[src/bdwc_pkg.sv]
`timescale 1ns / 1ps
// Shared types, codes and helpers of the block damage window classifier.
package bdwc_pkg;

    localparam int MAX_WIDTH_DEF = 32;

    localparam int Q_W        = 16;
    localparam int ROW_W      = 12;
    localparam int COL_OUT_W  = 5;
    localparam int GRADE_W    = 2;
    localparam int IDX_W      = 6;
    localparam int CLS_W      = 2;
    localparam int MW_W       = 6;
    localparam int CFG_IDX_W  = 3;
    localparam int CFG_DATA_W = 16;

    localparam logic [MW_W-1:0]  RST_MAP_WIDTH    = 6'd32;
    localparam logic [ROW_W-1:0] RST_MAP_HEIGHT   = 12'd32;
    localparam logic [Q_W-1:0]   RST_LOW_LIMIT    = 16'd2540;
    localparam logic [Q_W-1:0]   RST_DMG_LIMIT    = 16'd1802;
    localparam logic [IDX_W-1:0] RST_BORDER_LIMIT = 6'd20;
    localparam logic [IDX_W-1:0] RST_INNER_LIMIT  = 6'd35;

    typedef enum logic [CFG_IDX_W-1:0] {
        REG_MAP_WIDTH    = 3'd0,
        REG_MAP_HEIGHT   = 3'd1,
        REG_LOW_LIMIT    = 3'd2,
        REG_DMG_LIMIT    = 3'd3,
        REG_BORDER_LIMIT = 3'd4,
        REG_INNER_LIMIT  = 3'd5
    } t_reg_idx;

    typedef enum logic [GRADE_W-1:0] {
        GRADE_OK  = 2'd0,
        GRADE_LOW = 2'd1,
        GRADE_DMG = 2'd2
    } t_grade;

    typedef enum logic [CLS_W-1:0] {
        AREA_NONE   = 2'd0,
        AREA_BORDER = 2'd1,
        AREA_INNER  = 2'd2
    } t_area;

    typedef struct packed {
        logic [Q_W-1:0] quality;
        logic           is_background;
    } t_in;

    typedef struct packed {
        logic [ROW_W-1:0]     out_row;
        logic [COL_OUT_W-1:0] out_col;
        logic [GRADE_W-1:0]   category;
        logic [IDX_W-1:0]     damage_index;
        logic [CLS_W-1:0]     area_class;
        logic                 last;
    } t_out;

    // Results pending for one accepted item.
    typedef struct packed {
        logic left_res;   // window centred one column back
        logic edge_res;   // row end, window centred on this column
        logic flush;      // frame end, whole last row follows
    } t_job_ctl;

    // Score of one window column of three grades: 5 per damaged, 3 per low.
    function automatic logic [3:0] col_score(input logic [3*GRADE_W-1:0] col);
        logic [3:0] s;
        s = 4'd0;
        for (int k = 0; k < 3; k++) begin
            case (t_grade'(col[GRADE_W*k +: GRADE_W]))
                GRADE_DMG: s = s + 4'd5;
                GRADE_LOW: s = s + 4'd3;
                default:   s = s;
            endcase
        end
        return s;
    endfunction

endpackage

[src/block_damage_window_classifier_unit.sv]
`timescale 1ns / 1ps
// Top level of the block damage window classifier.
//
// Grades a raster stream of block qualities and classifies each block from
// the damage index of its 3x3 window. One item is taken per cycle; a result
// for block (r-1, c-1) leaves through an output register while the next
// item enters. The input is held until the last result of the current
// item moves out, so items with several results and output stalls hold
// it longer. An item that ends a row from the second row on adds the
// result for the row's last column. The final item of a frame also
// flushes the last row, one result per column, while a sequencer walks
// the row store through its read port and its tap on cell 0. The row
// store is a row of MAX_WIDTH column cells, cleared by reset.
module block_damage_window_classifier_unit
    import bdwc_pkg::*;
#(
    parameter  int MAX_WIDTH = MAX_WIDTH_DEF,
    localparam int XW        = $clog2(MAX_WIDTH),
    localparam int CW        = $clog2(MAX_WIDTH + 1)
) (
    input  logic                  i_clk,
    input  logic                  i_rst_n,
    input  logic                  i_cfg_we,
    input  logic [CFG_IDX_W-1:0]  i_cfg_addr,
    input  logic [CFG_DATA_W-1:0] i_cfg_wdata,
    input  logic                  i_in_valid,
    output logic                  o_in_ready,
    input  t_in                   i_in_data,
    output logic                  o_out_valid,
    input  logic                  i_out_ready,
    output t_out                  o_out_data
);

    localparam int GW = 3 * GRADE_W;
    localparam int SW = 2 * GRADE_W;

    logic [MW_W-1:0]  r_map_width;
    logic [ROW_W-1:0] r_map_height;
    logic [Q_W-1:0]   r_low_limit;
    logic [Q_W-1:0]   r_dmg_limit;
    logic [IDX_W-1:0] r_border_limit;
    logic [IDX_W-1:0] r_inner_limit;

    logic [XW-1:0]    r_col;
    logic [ROW_W-1:0] r_row;
    logic [GW-1:0]    r_win0, r_win1;

    logic [CW-1:0]      w_eff;
    logic [ROW_W-1:0]   h_eff;
    logic [CW-1:0]      c_inc;
    logic [ROW_W:0]     r_inc;
    logic               end_row, frame_end, accept;
    t_grade             cur;
    logic [GRADE_W-1:0] prevm, oldm;
    logic [GW-1:0]      nw0, nw1, nw2;
    logic [XW-1:0]      rd_addr, flush_addr;
    logic               flush_rd;
    logic [SW-1:0]      rd_data, cell0;
    t_job_ctl           ctl;

    always_ff @(posedge i_clk) begin
        if (!i_rst_n) begin
            r_map_width    <= RST_MAP_WIDTH;
            r_map_height   <= RST_MAP_HEIGHT;
            r_low_limit    <= RST_LOW_LIMIT;
            r_dmg_limit    <= RST_DMG_LIMIT;
            r_border_limit <= RST_BORDER_LIMIT;
            r_inner_limit  <= RST_INNER_LIMIT;
        end else if (i_cfg_we) begin
            unique case (t_reg_idx'(i_cfg_addr))
                REG_MAP_WIDTH:    r_map_width    <= i_cfg_wdata[MW_W-1:0];
                REG_MAP_HEIGHT:   r_map_height   <= i_cfg_wdata[ROW_W-1:0];
                REG_LOW_LIMIT:    r_low_limit    <= i_cfg_wdata[Q_W-1:0];
                REG_DMG_LIMIT:    r_dmg_limit    <= i_cfg_wdata[Q_W-1:0];
                REG_BORDER_LIMIT: r_border_limit <= i_cfg_wdata[IDX_W-1:0];
                REG_INNER_LIMIT:  r_inner_limit  <= i_cfg_wdata[IDX_W-1:0];
                default: ;
            endcase
        end
    end

    always_comb begin
        if (r_map_width == '0) begin
            w_eff = CW'(1);
        end else if (32'(r_map_width) > MAX_WIDTH) begin
            w_eff = CW'(MAX_WIDTH);
        end else begin
            w_eff = CW'(r_map_width);
        end
        h_eff = (r_map_height == '0) ? 12'd1 : r_map_height;
    end

    assign accept    = i_in_valid && o_in_ready;
    assign c_inc     = CW'(r_col) + CW'(1);
    assign r_inc     = {1'b0, r_row} + 13'd1;
    // A column count at or past the width ends the row at once.
    assign end_row   = c_inc >= w_eff;
    assign frame_end = end_row && (r_inc >= {1'b0, h_eff});

    always_comb begin
        if (i_in_data.is_background) begin
            cur = GRADE_OK;
        end else if (i_in_data.quality < r_dmg_limit) begin
            cur = GRADE_DMG;
        end else if (i_in_data.quality < r_low_limit) begin
            cur = GRADE_LOW;
        end else begin
            cur = GRADE_OK;
        end
    end

    assign rd_addr = flush_rd ? flush_addr : r_col;

    // Rows above the map read as ok.
    assign prevm = (r_row != '0) ? rd_data[SW-1:GRADE_W] : GRADE_OK;
    assign oldm  = (r_row[ROW_W-1:1] != '0) ? rd_data[GRADE_W-1:0] : GRADE_OK;

    assign nw0 = {cur, prevm, oldm};
    assign nw1 = (r_col == '0) ? '0 : r_win0;
    assign nw2 = (r_col == '0) ? '0 : r_win1;

    assign ctl.left_res = (r_row != '0) && (r_col != '0);
    assign ctl.edge_res = (r_row != '0) && end_row;
    assign ctl.flush    = frame_end;

    always_ff @(posedge i_clk) begin
        if (!i_rst_n) begin
            r_col  <= '0;
            r_row  <= '0;
            r_win0 <= '0;
            r_win1 <= '0;
        end else if (accept) begin
            r_win0 <= nw0;
            r_win1 <= nw1;
            if (end_row) begin
                r_col <= '0;
                r_row <= frame_end ? '0 : r_inc[ROW_W-1:0];
            end else begin
                r_col <= XW'(c_inc);
            end
        end
    end

    bdwc_row_store #(
        .MAX_WIDTH (MAX_WIDTH)
    ) u_row_store (
        .i_clk       (i_clk),
        .i_rst_n     (i_rst_n),
        .i_we        (accept),
        .i_wr_addr   (r_col),
        .i_cur       (cur),
        .i_keep_prev (r_row != '0),
        .i_rd_addr   (rd_addr),
        .o_rd_data   (rd_data),
        .o_cell0     (cell0)
    );

    bdwc_emitter #(
        .MAX_WIDTH (MAX_WIDTH)
    ) u_emitter (
        .i_clk          (i_clk),
        .i_rst_n        (i_rst_n),
        .i_load         (accept),
        .i_ctl          (ctl),
        .i_row          (r_row),
        .i_col          (r_col),
        .i_win2         (nw2),
        .i_win1         (nw1),
        .i_win0         (nw0),
        .i_width        (w_eff),
        .i_border_limit (r_border_limit),
        .i_inner_limit  (r_inner_limit),
        .i_rd           (rd_data),
        .i_cell0        (cell0),
        .o_flush_addr   (flush_addr),
        .o_flush_rd     (flush_rd),
        .o_in_ready     (o_in_ready),
        .o_out_valid    (o_out_valid),
        .i_out_ready    (i_out_ready),
        .o_out_data     (o_out_data)
    );

endmodule

[src/bdwc_cell.sv]
`timescale 1ns / 1ps
// One column cell of the line store: grades of the two rows above the current one.
module bdwc_cell
    import bdwc_pkg::*;
(
    input  logic               i_clk,
    input  logic               i_rst_n,
    input  logic               i_we,
    input  logic [GRADE_W-1:0] i_cur,
    input  logic               i_keep_prev,
    output logic [2*GRADE_W-1:0] o_q
);

    logic [GRADE_W-1:0] r_older;
    logic [GRADE_W-1:0] r_prev;

    // On write the previous-row grade ages into the older row; in the first
    // row of a frame there is no row above, so it ages as ok.
    always_ff @(posedge i_clk) begin
        if (!i_rst_n) begin
            r_older <= GRADE_OK;
            r_prev  <= GRADE_OK;
        end else if (i_we) begin
            r_older <= i_keep_prev ? r_prev : GRADE_OK;
            r_prev  <= i_cur;
        end
    end

    assign o_q = {r_prev, r_older};

endmodule

[src/bdwc_row_store.sv]
`timescale 1ns / 1ps
// Row of column cells with one write port, one read port and a fixed tap on cell 0.
module bdwc_row_store
    import bdwc_pkg::*;
#(
    parameter  int MAX_WIDTH = MAX_WIDTH_DEF,
    localparam int XW        = $clog2(MAX_WIDTH)
) (
    input  logic                 i_clk,
    input  logic                 i_rst_n,
    input  logic                 i_we,
    input  logic [XW-1:0]        i_wr_addr,
    input  logic [GRADE_W-1:0]   i_cur,
    input  logic                 i_keep_prev,
    input  logic [XW-1:0]        i_rd_addr,
    output logic [2*GRADE_W-1:0] o_rd_data,
    output logic [2*GRADE_W-1:0] o_cell0
);

    logic [2*GRADE_W-1:0] cell_q [MAX_WIDTH];

    for (genvar i = 0; i < MAX_WIDTH; i++) begin : g_cell
        bdwc_cell u_cell (
            .i_clk       (i_clk),
            .i_rst_n     (i_rst_n),
            .i_we        (i_we && (i_wr_addr == XW'(i))),
            .i_cur       (i_cur),
            .i_keep_prev (i_keep_prev),
            .o_q         (cell_q[i])
        );
    end

    assign o_rd_data = (32'(i_rd_addr) < MAX_WIDTH) ? cell_q[i_rd_addr] : '0;
    assign o_cell0   = cell_q[0];

endmodule

[src/bdwc_emitter.sv]
`timescale 1ns / 1ps
// Result sequencer: pending results of one item, row flush walk and output register.
module bdwc_emitter
    import bdwc_pkg::*;
#(
    parameter  int MAX_WIDTH = MAX_WIDTH_DEF,
    localparam int XW        = $clog2(MAX_WIDTH),
    localparam int CW        = $clog2(MAX_WIDTH + 1)
) (
    input  logic                 i_clk,
    input  logic                 i_rst_n,
    input  logic                 i_load,
    input  t_job_ctl             i_ctl,
    input  logic [ROW_W-1:0]     i_row,
    input  logic [XW-1:0]        i_col,
    input  logic [3*GRADE_W-1:0] i_win2,
    input  logic [3*GRADE_W-1:0] i_win1,
    input  logic [3*GRADE_W-1:0] i_win0,
    input  logic [CW-1:0]        i_width,
    input  logic [IDX_W-1:0]     i_border_limit,
    input  logic [IDX_W-1:0]     i_inner_limit,
    input  logic [2*GRADE_W-1:0] i_rd,
    input  logic [2*GRADE_W-1:0] i_cell0,
    output logic [XW-1:0]        o_flush_addr,
    output logic                 o_flush_rd,
    output logic                 o_in_ready,
    output logic                 o_out_valid,
    input  logic                 i_out_ready,
    output t_out                 o_out_data
);

    localparam int GW = 3 * GRADE_W;
    localparam int SW = 2 * GRADE_W;

    logic                 r_ja, r_jb, r_jf;
    logic [ROW_W-1:0]     r_row;
    logic [XW-1:0]        r_col;
    logic [GW-1:0]        r_w2, r_w1, r_w0;
    logic [XW-1:0]        r_fx;
    logic [SW-1:0]        r_fl, r_fm;
    logic                 r_o_valid;
    t_out                 r_o;

    logic                 sel_a, sel_b, sel_f, pending;
    logic                 fl_last, pick_last, move;
    logic [GW-1:0]        res_l, res_m, res_r;
    logic [ROW_W-1:0]     res_row;
    logic [COL_OUT_W-1:0] res_col;
    logic [IDX_W-1:0]     res_idx;
    t_area                res_cls;
    t_out                 res_data;

    assign sel_a   = r_ja;
    assign sel_b   = !r_ja && r_jb;
    assign sel_f   = !r_ja && !r_jb && r_jf;
    assign pending = r_ja || r_jb || r_jf;
    assign fl_last = (CW'(r_fx) + CW'(1)) >= i_width;

    always_comb begin
        if (sel_a) begin
            pick_last = !(r_jb || r_jf);
        end else if (sel_b) begin
            pick_last = !r_jf;
        end else begin
            pick_last = fl_last;
        end
    end

    assign move       = pending && (!r_o_valid || i_out_ready);
    assign o_in_ready = !pending || (move && pick_last);

    // Flush walk reads the right-hand column one ahead of the walk position.
    assign o_flush_addr = XW'(r_fx + 1'b1);
    assign o_flush_rd   = sel_f && !fl_last;

    always_comb begin
        if (sel_a) begin
            res_l   = r_w2;
            res_m   = r_w1;
            res_r   = r_w0;
            res_row = r_row - 12'd1;
            res_col = COL_OUT_W'(r_col - XW'(1));
        end else if (sel_b) begin
            res_l   = r_w1;
            res_m   = r_w0;
            res_r   = '0;
            res_row = r_row - 12'd1;
            res_col = COL_OUT_W'(r_col);
        end else begin
            res_l   = (r_fx == '0) ? '0 : {2'b00, r_fl};
            res_m   = (r_fx == '0) ? {2'b00, i_cell0} : {2'b00, r_fm};
            res_r   = fl_last ? '0 : {2'b00, i_rd};
            res_row = r_row;
            res_col = COL_OUT_W'(r_fx);
        end
    end

    always_comb begin
        res_idx = IDX_W'(col_score(res_l)) + IDX_W'(col_score(res_m))
                + IDX_W'(col_score(res_r));
        if (res_idx > i_inner_limit) begin
            res_cls = AREA_INNER;
        end else if (res_idx > i_border_limit) begin
            res_cls = AREA_BORDER;
        end else begin
            res_cls = AREA_NONE;
        end
        res_data.out_row      = res_row;
        res_data.out_col      = res_col;
        res_data.category     = res_m[2*GRADE_W-1:GRADE_W];
        res_data.damage_index = res_idx;
        res_data.area_class   = res_cls;
        res_data.last         = pick_last;
    end

    always_ff @(posedge i_clk) begin
        if (!i_rst_n) begin
            r_ja      <= 1'b0;
            r_jb      <= 1'b0;
            r_jf      <= 1'b0;
            r_o_valid <= 1'b0;
        end else begin
            if (move) begin
                r_o_valid <= 1'b1;
            end else if (i_out_ready) begin
                r_o_valid <= 1'b0;
            end
            if (i_load) begin
                r_ja <= i_ctl.left_res;
                r_jb <= i_ctl.edge_res;
                r_jf <= i_ctl.flush;
            end else if (move) begin
                if (sel_a) begin
                    r_ja <= 1'b0;
                end else if (sel_b) begin
                    r_jb <= 1'b0;
                end else if (fl_last) begin
                    r_jf <= 1'b0;
                end
            end
        end
    end

    always_ff @(posedge i_clk) begin
        if (move) begin
            r_o <= res_data;
        end
        if (i_load) begin
            r_row <= i_row;
            r_col <= i_col;
            r_w2  <= i_win2;
            r_w1  <= i_win1;
            r_w0  <= i_win0;
            r_fx  <= '0;
        end else if (move && sel_f) begin
            r_fx <= XW'(r_fx + 1'b1);
            r_fl <= res_m[SW-1:0];
            r_fm <= res_r[SW-1:0];
        end
    end

    assign o_out_valid = r_o_valid;
    assign o_out_data  = r_o;

    a_ready_drains: assert property (@(posedge i_clk) disable iff (!i_rst_n)
        (o_in_ready && !i_load) |=> !(r_ja || r_jb || r_jf))
        else $error("job not empty after input was offered ready");

    a_job_held: assert property (@(posedge i_clk) disable iff (!i_rst_n)
        (pending && !o_in_ready) |=> (r_ja || r_jb || r_jf))
        else $error("pending results dropped before delivery");

    a_flush_edge: assert property (@(posedge i_clk) disable iff (!i_rst_n)
        (i_load && i_ctl.flush && (i_row != '0)) |-> i_ctl.edge_res)
        else $error("frame end below first row without row end result");

endmodule

[config.mk]
export PLATFORM = sky130hd
export DESIGN_NAME = block_damage_window_classifier_unit
export DESIGN_NICKNAME = d
export VERILOG_FILES = /design/src/bdwc_pkg.sv /design/src/block_damage_window_classifier_unit.sv /design/src/bdwc_cell.sv /design/src/bdwc_row_store.sv /design/src/bdwc_emitter.sv
export SDC_FILE = /design/constraint.sdc
export NUM_CORES = 1
export LEC_CHECK = 0
export ABC_AREA = 1
export BUFFER_PORTS_ARGS = -buffer_cell sky130_fd_sc_hd__buf_2
export CORE_MARGIN = 1
export CORE_UTILIZATION = 30
export CTS_CLUSTER_SIZE = 24
export DETAILED_ROUTE_END_ITERATION = 16
export PLACE_DENSITY_LB_ADDON = 0.3
export SYNTH_ARGS = -nofsm -noshare
export SYNTH_HDL_FRONTEND = slang
export SYNTH_SLANG_ARGS = --single-unit
[constraint.sdc]
create_clock -name i_clk -period 5.76 [get_ports i_clk]
set_clock_uncertainty 0.1 [all_clocks]
set_input_delay 1.44 -clock i_clk [delete_from_list [all_inputs] [get_ports i_clk]]
set_output_delay 1.44 -clock i_clk [all_outputs]
set_load 0.05 [all_outputs]
# Word level (Yosys, flattened, before mapping)

Cells that the tools add are included.

$add $sub $neg: 20
$lt $le $gt $ge: 9
Eq/ne operators: 56
Mux-type cells: 85
Bitwise logic cells: 2
Reduce and logical (&&, ||, !) cells: 77

Operators by type and width:

| operator                                                        | number |
|---|---|
| 5-bit == test, second input constant                            | 16 |
| 2-bit two-way mux                                               | 36 |
| 6-bit two-way mux                                               | 9 |
| 12-bit two-way mux                                              | 4 |
| 4-bit one-hot mux with 2 select lines                           | 6 |
| 1-bit logical AND                                               | 43 |
| 5-bit by 4-bit == test with 1-bit output, second input constant | 8 |
| 16-bit < comparator                                             | 2 |
| 4-bit binary-select mux with 5-bit select                       | 1 |
| 5-bit by 3-bit == test with 1-bit output, second input constant | 4 |
| 4-bit two-way mux                                               | 5 |
| 5-bit two-way mux                                               | 4 |
| 2-bit by 1-bit == test with 1-bit output, second input constant | 9 |
| 2-bit == test, second input constant                            | 9 |
| 3-bit one-hot mux with 2 select lines                           | 3 |
| 1-bit two-way mux                                               | 17 |
| 2-bit AND reduction                                             | 8 |
| 12-bit by 1-bit adder with 13-bit output, second input constant | 1 |
| 13-bit by 12-bit >= comparator with 1-bit output                | 1 |
| 3-bit by 2-bit adder with 4-bit output, second input constant   | 3 |
| 3-bit by 3-bit adder with 4-bit output, second input constant   | 3 |
| 4-bit by 2-bit adder with 4-bit output, second input constant   | 3 |
| 4-bit by 3-bit adder with 4-bit output, second input constant   | 3 |
| 5-bit by 1-bit adder with 6-bit output, second input constant   | 2 |
| 29 further kinds                                                | 49 |

Register bits: 299
Bits of input ports: 41
Output and inout port bits: 30
Logic and storage cells: 341

# Longest topological paths before layout

Depth in word-level cells: 23
Depth in mapped cells: 44
Depth with buffers taken out: 42

# Modules after synthesis

From an unflattened synthesis, not the netlist that was laid out.

Cell total of the unflattened synthesis: 2,138
Area total of the unflattened synthesis: 16,105.4 µm²

By module, submodules not included:

| module                              | times used | cells each | area each (µm²) | seq. area each (µm²) |
|---|---|---|---|---|
| block_damage_window_classifier_unit | 1          | 697        | 5,131.2         | 1,821.7 |
| bdwc_emitter                        | 1          | 525        | 5,003.5         | 2,312.2 |
| bdwc_cell                           | 32         | 17         | 136.4           | 80.1 |
| bdwc_row_store                      | 1          | 372        | 1,606.5         | 0.0 |

# Worst setup path before layout

OpenSTA, ideal clock, no wires.

Path type: reg-to-reg
Start: register u_emitter.r_fx[0]
End: register u_emitter.r_o (netlist bit u_emitter.o_out_data[1]) (data pin)
Setup time: 180 ps
Data arrival time: 5,929 ps
Required time: 5,480 ps
Path slack: -448 ps
Cell stages (with the launch flop): 41
Buffers on the path: 2
Clock period less this slack: 6,208 ps
Cells stage by stage: dfxtp_1 -> ha_1 -> nand3_1 -> xor2_1 -> inv_1 -> ha_1 -> nand2_1 -> inv_1 -> a21oi_4 -> nand3_4 -> nand2_1 -> nand2_1 -> buf_6 -> buf_4 -> nand2_1 -> nand3_1 -> nand3_1 -> nand3_1 -> (+5 left out) -> fa_1 -> xor2_1 -> a21oi_1 -> ha_1 -> nand2_1 -> o21ai_0 -> nand2_1 -> xor2_1 -> ha_1 -> inv_1 -> o21ai_0 -> a31oi_1 -> xor2_1 -> ha_1 -> nand2_1 -> o21bai_1 -> a32oi_1 -> a221oi_1

Elaborated cells between the ends (all ways): 58
Those cells by class: add/sub: 16; order compare: 3; eq/ne: 12; mux: 23; bitwise: 1; reduce/logical: 3

RTL lines:

| element                                                                                          | line                                       | RTL |
|---|---|---|
| start, declared                                                                                  | bdwc_emitter.sv:39                         | `logic [XW-1:0] r_fx;` |
| start signal, assigned                                                                           | bdwc_emitter.sv:156                        | `r_fx <= XW'(r_fx + 1'b1);` |
| 5-bit by 1-bit adder with 5-bit output *                                                         | bdwc_emitter.sv:73                         | `assign o_flush_addr = XW'(r_fx + 1'b1);` |
| net flush_addr[4]                                                                                | block_damage_window_classifier_unit.sv:56  | `logic [XW-1:0] rd_addr, flush_addr;` |
| 5-bit two-way mux *                                                                              | block_damage_window_classifier_unit.sv:112 | `assign rd_addr = flush_rd ? flush_addr : r_col;` |
| 5-bit NOT with 6-bit output (not written as such) *                                              | bdwc_row_store.sv:33                       | `assign o_rd_data = (32'(i_rd_addr) < MAX_WIDTH) ? cell_q[i_rd_addr] : '0;` |
| 4-bit binary-select mux with 5-bit select *                                                      | bdwc_row_store.sv:33                       |  |
| 4-bit two-way mux (not written as such) * (2 in a row)                                           | bdwc_row_store.sv:33                       |  |
| 4-bit two-way mux *                                                                              | bdwc_emitter.sv:92                         | `res_r = fl_last ? '0 : {2'b00, i_rd};` |
| 6-bit two-way mux *                                                                              | bdwc_emitter.sv:83                         | `end else if (sel_b) begin` |
| (+1 left out)                                                                                    | n/a                                        |  |
| net u_emitter.res_r[1]                                                                           | bdwc_emitter.sv:46                         | `logic [GW-1:0] res_l, res_m, res_r;` |
| (+2 left out)                                                                                    | n/a                                        |  |
| 3-bit by 2-bit adder with 4-bit output or 3-bit by 3-bit adder with 4-bit output (tied branches) | bdwc_pkg.sv:73, bdwc_pkg.sv:72             |  |
| 4-bit one-hot mux with 2 select lines *                                                          | bdwc_pkg.sv:71                             | `case (t_grade'(col[GRADE_W*k +: GRADE_W]))` |
| 4-bit by 2-bit adder with 4-bit output or 4-bit by 3-bit adder with 4-bit output (tied branches) | bdwc_pkg.sv:73, bdwc_pkg.sv:72             |  |
| 4-bit one-hot mux with 2 select lines *                                                          | bdwc_pkg.sv:71                             |  |
| 6-bit by 4-bit adder with 6-bit output *                                                         | bdwc_emitter.sv:100                        | `+ IDX_W'(col_score(res_r));` |
| net u_emitter.res_idx[4]                                                                         | bdwc_emitter.sv:49                         | `logic [IDX_W-1:0] res_idx;` |
| 6-bit > comparator                                                                               | bdwc_emitter.sv:103                        | `end else if (res_idx > i_border_limit) begin` |
| 1-bit two-way mux                                                                                | bdwc_emitter.sv:103                        |  |
| end signal, assigned                                                                             | bdwc_emitter.sv:146                        | `r_o <= res_data;` |
| end, declared                                                                                    | bdwc_emitter.sv:42                         | `t_out r_o;` |

Mark *: on every way through the listed nets, which the timed path passes. The rest lies on a longest branch. The select of a mux whose other input is x is not followed.
A chain may end at the register's enable or synchronous reset.

# Worst setup path after layout

Same ends and word-level chain as after synthesis.

==> Implementation_results.wiki <==
{| class="wikitable"
! Metric !! Value
|-
| Number of synthesized flops with an enable pin || 71
|-
| Setup violators final || 2
|-
| H-tree levels || 2
|-
| FMAX || roughly 160 MHz
|-
| First-pass GRT wire length || 70100 um
|-
| Number of core rows || slightly above 80
|-
| Worst hold-check slack || between 0.3 and 0.4 ns
|-
| Crit. End Element || flip-flop
|-
| Peak VDD IR || 0.165 mV
|-
| Count of max-cap constraint violations || 0
|-
| Most instantiated cells after synthesis || nand2_1, dfxtp_1, a21oi_1, inv_1, nand3_1
|-
| Share of synthesized area occupied by flip-flops and latches || between 40% and 50%
|-
| Post-Syn Instances || between 2000 and 2500
|-
| Critical path's slowest cell || fa_2
|-
| Chip width || between 200 and 250 um
|-
| Maximum single-stage delay on the critical path || about 0.37 ns
|-
| Asr flop ratio synth || 0%
|-
| Final global-route overflow total || 0
|-
| Most common cell in the netlist || nand2_1
|-
| Number of buffers added by the clock tree synthesis step || 38
|-
| Overall die area || 53700 um2
|-
| Number of vias per cell || about 4.9
|-
| Remaining routing DRC violations || 0
|-
| Vias after detailed routing || 14100
|-
| Clock latency reported for the late side of the worst-skew pair || around 0.55 ns
|-
| Worst flop-to-flop path startpoint || u_emitter.r_fx[0]$_SDFFE_PP0P_
|-
| Routed wirelength normalized by instance count || between 15 and 20 um
|-
| Launch point of the worst hold path || r_row[5]$_SDFFE_PN0P_
|-
| CP Class || reg -> reg
|-
| Area taken by multi-input logic gates || around 8300 um2
|-
| Worst hold path depth || 0
|-
| Initial Util || a little under a third
|-
| Post-Syn Nets || 2185
|-
| IO Port Bufs || 70
|-
| Fraction of post-synthesis cell area in the top cell type by area || between 20% and 30%
|-
| Clock tree from TritonCTS || built
|-
| Cell type with the highest occurrence count on the critical path || nand3_2
|-
| Final TNS setup || -1.25 ns
|-
| Register-to-register setup slack || -0.63 ns
|-
| Leakage power || 8.40 nW
|-
| WP data required || 5.94 ns
|-
| Setup repair after global routing missed its margin || yes
|-
| Register area || roughly 6700 um2
|-
| Warnings from Yosys || 0
|-
| Number of global-route vias before repair || ~14000
|-
| Depth of the most critical reg-to-reg path || 40
|-
| Worst max-slew margin expressed relative to the limit || between 30% and 40%
|-
| Netlist area before placement || 15800 um2
|-
| Top Ports || a little over 70
|-
| Maximum fanout along the worst path || 8
|-
| Global placement routability congestion || about 0.92
|-
| Worst-case clock buffer depth || 3
|-
| Class of the worst hold path || reg -> reg
|-
| Final setup slack of the worst path || -0.628 ns
|-
| Clock net sink count || ~300
|-
| Routed wire length || between 40000 and 50000 um
|-
| Number of search-and-repair iterations in the first detailed-routing pass || 7
|-
| Destination of the worst register-to-register timing path || u_emitter.o_out_data[1]$_SDFFCE_PN0P_
|-
| Antenna diodes || 0
|-
| Number of antenna violations at the first check in global routing || 0
|-
| Fraction of layout instances using a drive strength above 1 || between 15 and 20%
|-
| WHS Endpoint || u_emitter.r_row[5]$_DFFE_PP_
|-
| Power density over cell area || ~300 nW/um2
|-
| Violated checks || setup timing
|-
| Final layout net count || between 2000 and 2500
|-
| Arr. time, crit path || roughly 6.6 ns
|-
| Ys flop type || dfxtp_1
|-
| Pin count of the biggest net entering global routing || 77
|-
| Slew @ Worst Pin || between 0.9 and 1 ns
|-
| HPWL after detailed placement || 30800 um
|-
| Fin crit period || between 6 and 7 ns
|-
| Remaining antenna violation count after routing || 0
|-
| Average instance area after synthesis || between 7 and 8 um2
|-
| Critical path startpoint category || flip-flop
|-
| Distinct cell type count of the synthesized netlist || 52
|-
| Area of the core || slightly above 50000 um2
|-
| Filler-free cell count of the finished design || slightly below 3000
|-
| Synthesis-stage register bit count || between 200 and 300
|-
| Synthesis-to-finish area growth || 23.7%
|-
| Synth area leaders || dfxtp_1, edfxtp_1, nand2_1
|-
| Y dimension of the die || roughly 230 um
|-
| Clock transition time at the flip-flop clock pins of the worst setup and hold paths || ~0.06 ns
|-
| Ratio of final minimum period to clock period || 111%
|-
| Worst setup slack before clock tree synthesis || -0.961 ns
|-
| Status || complete, but fails checks
|-
| Inst Count DP || around 2800
|-
| Total count of hold-check failures in the final report || 0
|-
| Dominant cell type by area after synthesis || dfxtp_1
|-
| CTS root buf || clkbuf_16
|-
| Number of filler instances in the final layout || roughly 5200
|-
| Pins Over Slew Limit || 0
|-
| Overall global routing resource usage || approximately 16%
|-
| Count of routing violations after the opening detailed-route iteration || ~1100
|}
[power by group]
part / switching (W) / total (W) / internal [W] / leakage [nW]
sequential: 0.0000341 / 0.00226 / 0.00222 / 2.54
combinational: 0.000712 / 0.00122 / 0.000505 / 5.24
clock: 0.000929 / 0.00239 / 0.00147 / 0.624
[layout make-up]
class                      instances  area share (%)
multi-input combinational       1401            42.3
sequential                       299            34.2
timing repair buffer             197            7.85
clock buffer                      53            5.77
inverter                         247            4.82
tap                              680            4.34
clock inverter                    16           0.734
[metal layers]
| metal | up-vias | track usage, % | part of all wire, % |
|---|---|---|---|
| li1 | 7096 | - | - |
| met1 | 6611 | 21.2 | 46 |
| met2 | 313 | 27.5 | 47 |
| met3 | 74 | 2.43 | 4.2 |
| met4 | 0 | 4.63 | 2.4 |
| met5 | - | 0 | 0 |
[registers in the layout, summed over array words and instances (netlist names), 6 cells and up]
name,count
r_border_limit,6
r_dmg_limit,16
r_inner_limit,6
r_low_limit,16
r_map_height,12
r_map_width,6
r_row,12
r_win0,6
r_win1,6
u_emitter.o_out_data,28
u_emitter.r_row,12
u_emitter.r_w0,6
u_emitter.r_w1,6
u_emitter.r_w2,6
u_row_store.g_cell.u_cell.r_older,64
u_row_store.g_cell.u_cell.r_prev,64
[worst max-delay path by stage]
stage,from,end
floorplan,u_emitter.r_fx[0]$_SDFFE_PP0P_,u_emitter.o_out_data[1]$_SDFFCE_PN0P_
finish,u_emitter.r_fx[0]$_SDFFE_PP0P_,u_emitter.o_out_data[1]$_SDFFCE_PN0P_
CTS,u_emitter.r_fx[0]$_SDFFE_PP0P_,u_emitter.o_out_data[1]$_SDFFCE_PN0P_
global route,u_emitter.r_fx[0]$_SDFFE_PP0P_,u_emitter.o_out_data[1]$_SDFFCE_PN0P_
detailed placement,r_map_width[2]$_SDFFE_PN0P_,u_emitter.o_out_data[1]$_SDFFCE_PN0P_
global placement,r_map_width[2]$_SDFFE_PN0P_,u_emitter.o_out_data[2]$_SDFFCE_PN1P_
[per-stage QoR]
step           instance area [um2]  total power (W)  utilization [%]
5_1_grt                      19600          0.00616             37.9
6_report                     19600          0.00587             37.9
4_1_cts                      19200          0.00583             37.1
2_1_floorplan                15900          0.00297                -
3_5_place_dp                 17500          0.00335             33.9
3_3_place_gp                 17500          0.00333             33.9
[worst max-delay path, delay by kind of cell (launching register included)]
family	cells	cell delay, ns
AO/OA/AOI/OAI	9	1.36
XOR/XNOR	4	0.77
adder cells (fa/ha/maj)	7	1.68
buffers and inverters	7	0.83
flip-flops	1	0.35
AND/OR/NAND/NOR	13	1.04
[repair_timing]
item / 4_1_cts / 5_1_grt
setup buffers: 17 / 7
gates resized for setup: 45 / 60
hold buffers: 0 / 0
cloned: 1 / 5
setup endpoints to repair: 6 / 6
pin swaps: 35 / 29
[layout by cell type, fill, tap and decap left out, types with 11 or more instances in the layout]
| cell type | count |
|---|---|
| nand2_1 | 393 |
| dfxtp_1 | 224 |
| a21oi_1 | 215 |
| inv_1 | 210 |
| nand3_1 | 172 |
| o21ai_0 | 128 |
| nor2_1 | 116 |
| buf_4 | 107 |
| ha_1 | 102 |
| edfxtp_1 | 71 |
| buf_2 | 69 |
| clkbuf_16 | 45 |
| nand3_2 | 42 |
| inv_2 | 32 |
| xor2_1 | 29 |
| o21ai_1 | 29 |
| nand2_2 | 18 |
| o211ai_1 | 17 |
| xnor2_1 | 12 |
| nand4_1 | 11 |
| a211oi_1 | 11 |
| nor3_1 | 11 |
[cell families after synthesis]
family / after synthesis / share of synthesized area, %
simple gates: 794 / 21.8
compound gates: 446 / 15.3
buf+inv: 326 / 8.53
flops: 299 / 42.3
fa+ha+maj: 118 / 9.70
xor+xnor: 43 / 2.38
Note: power is estimated with default switching activity, not from simulation.
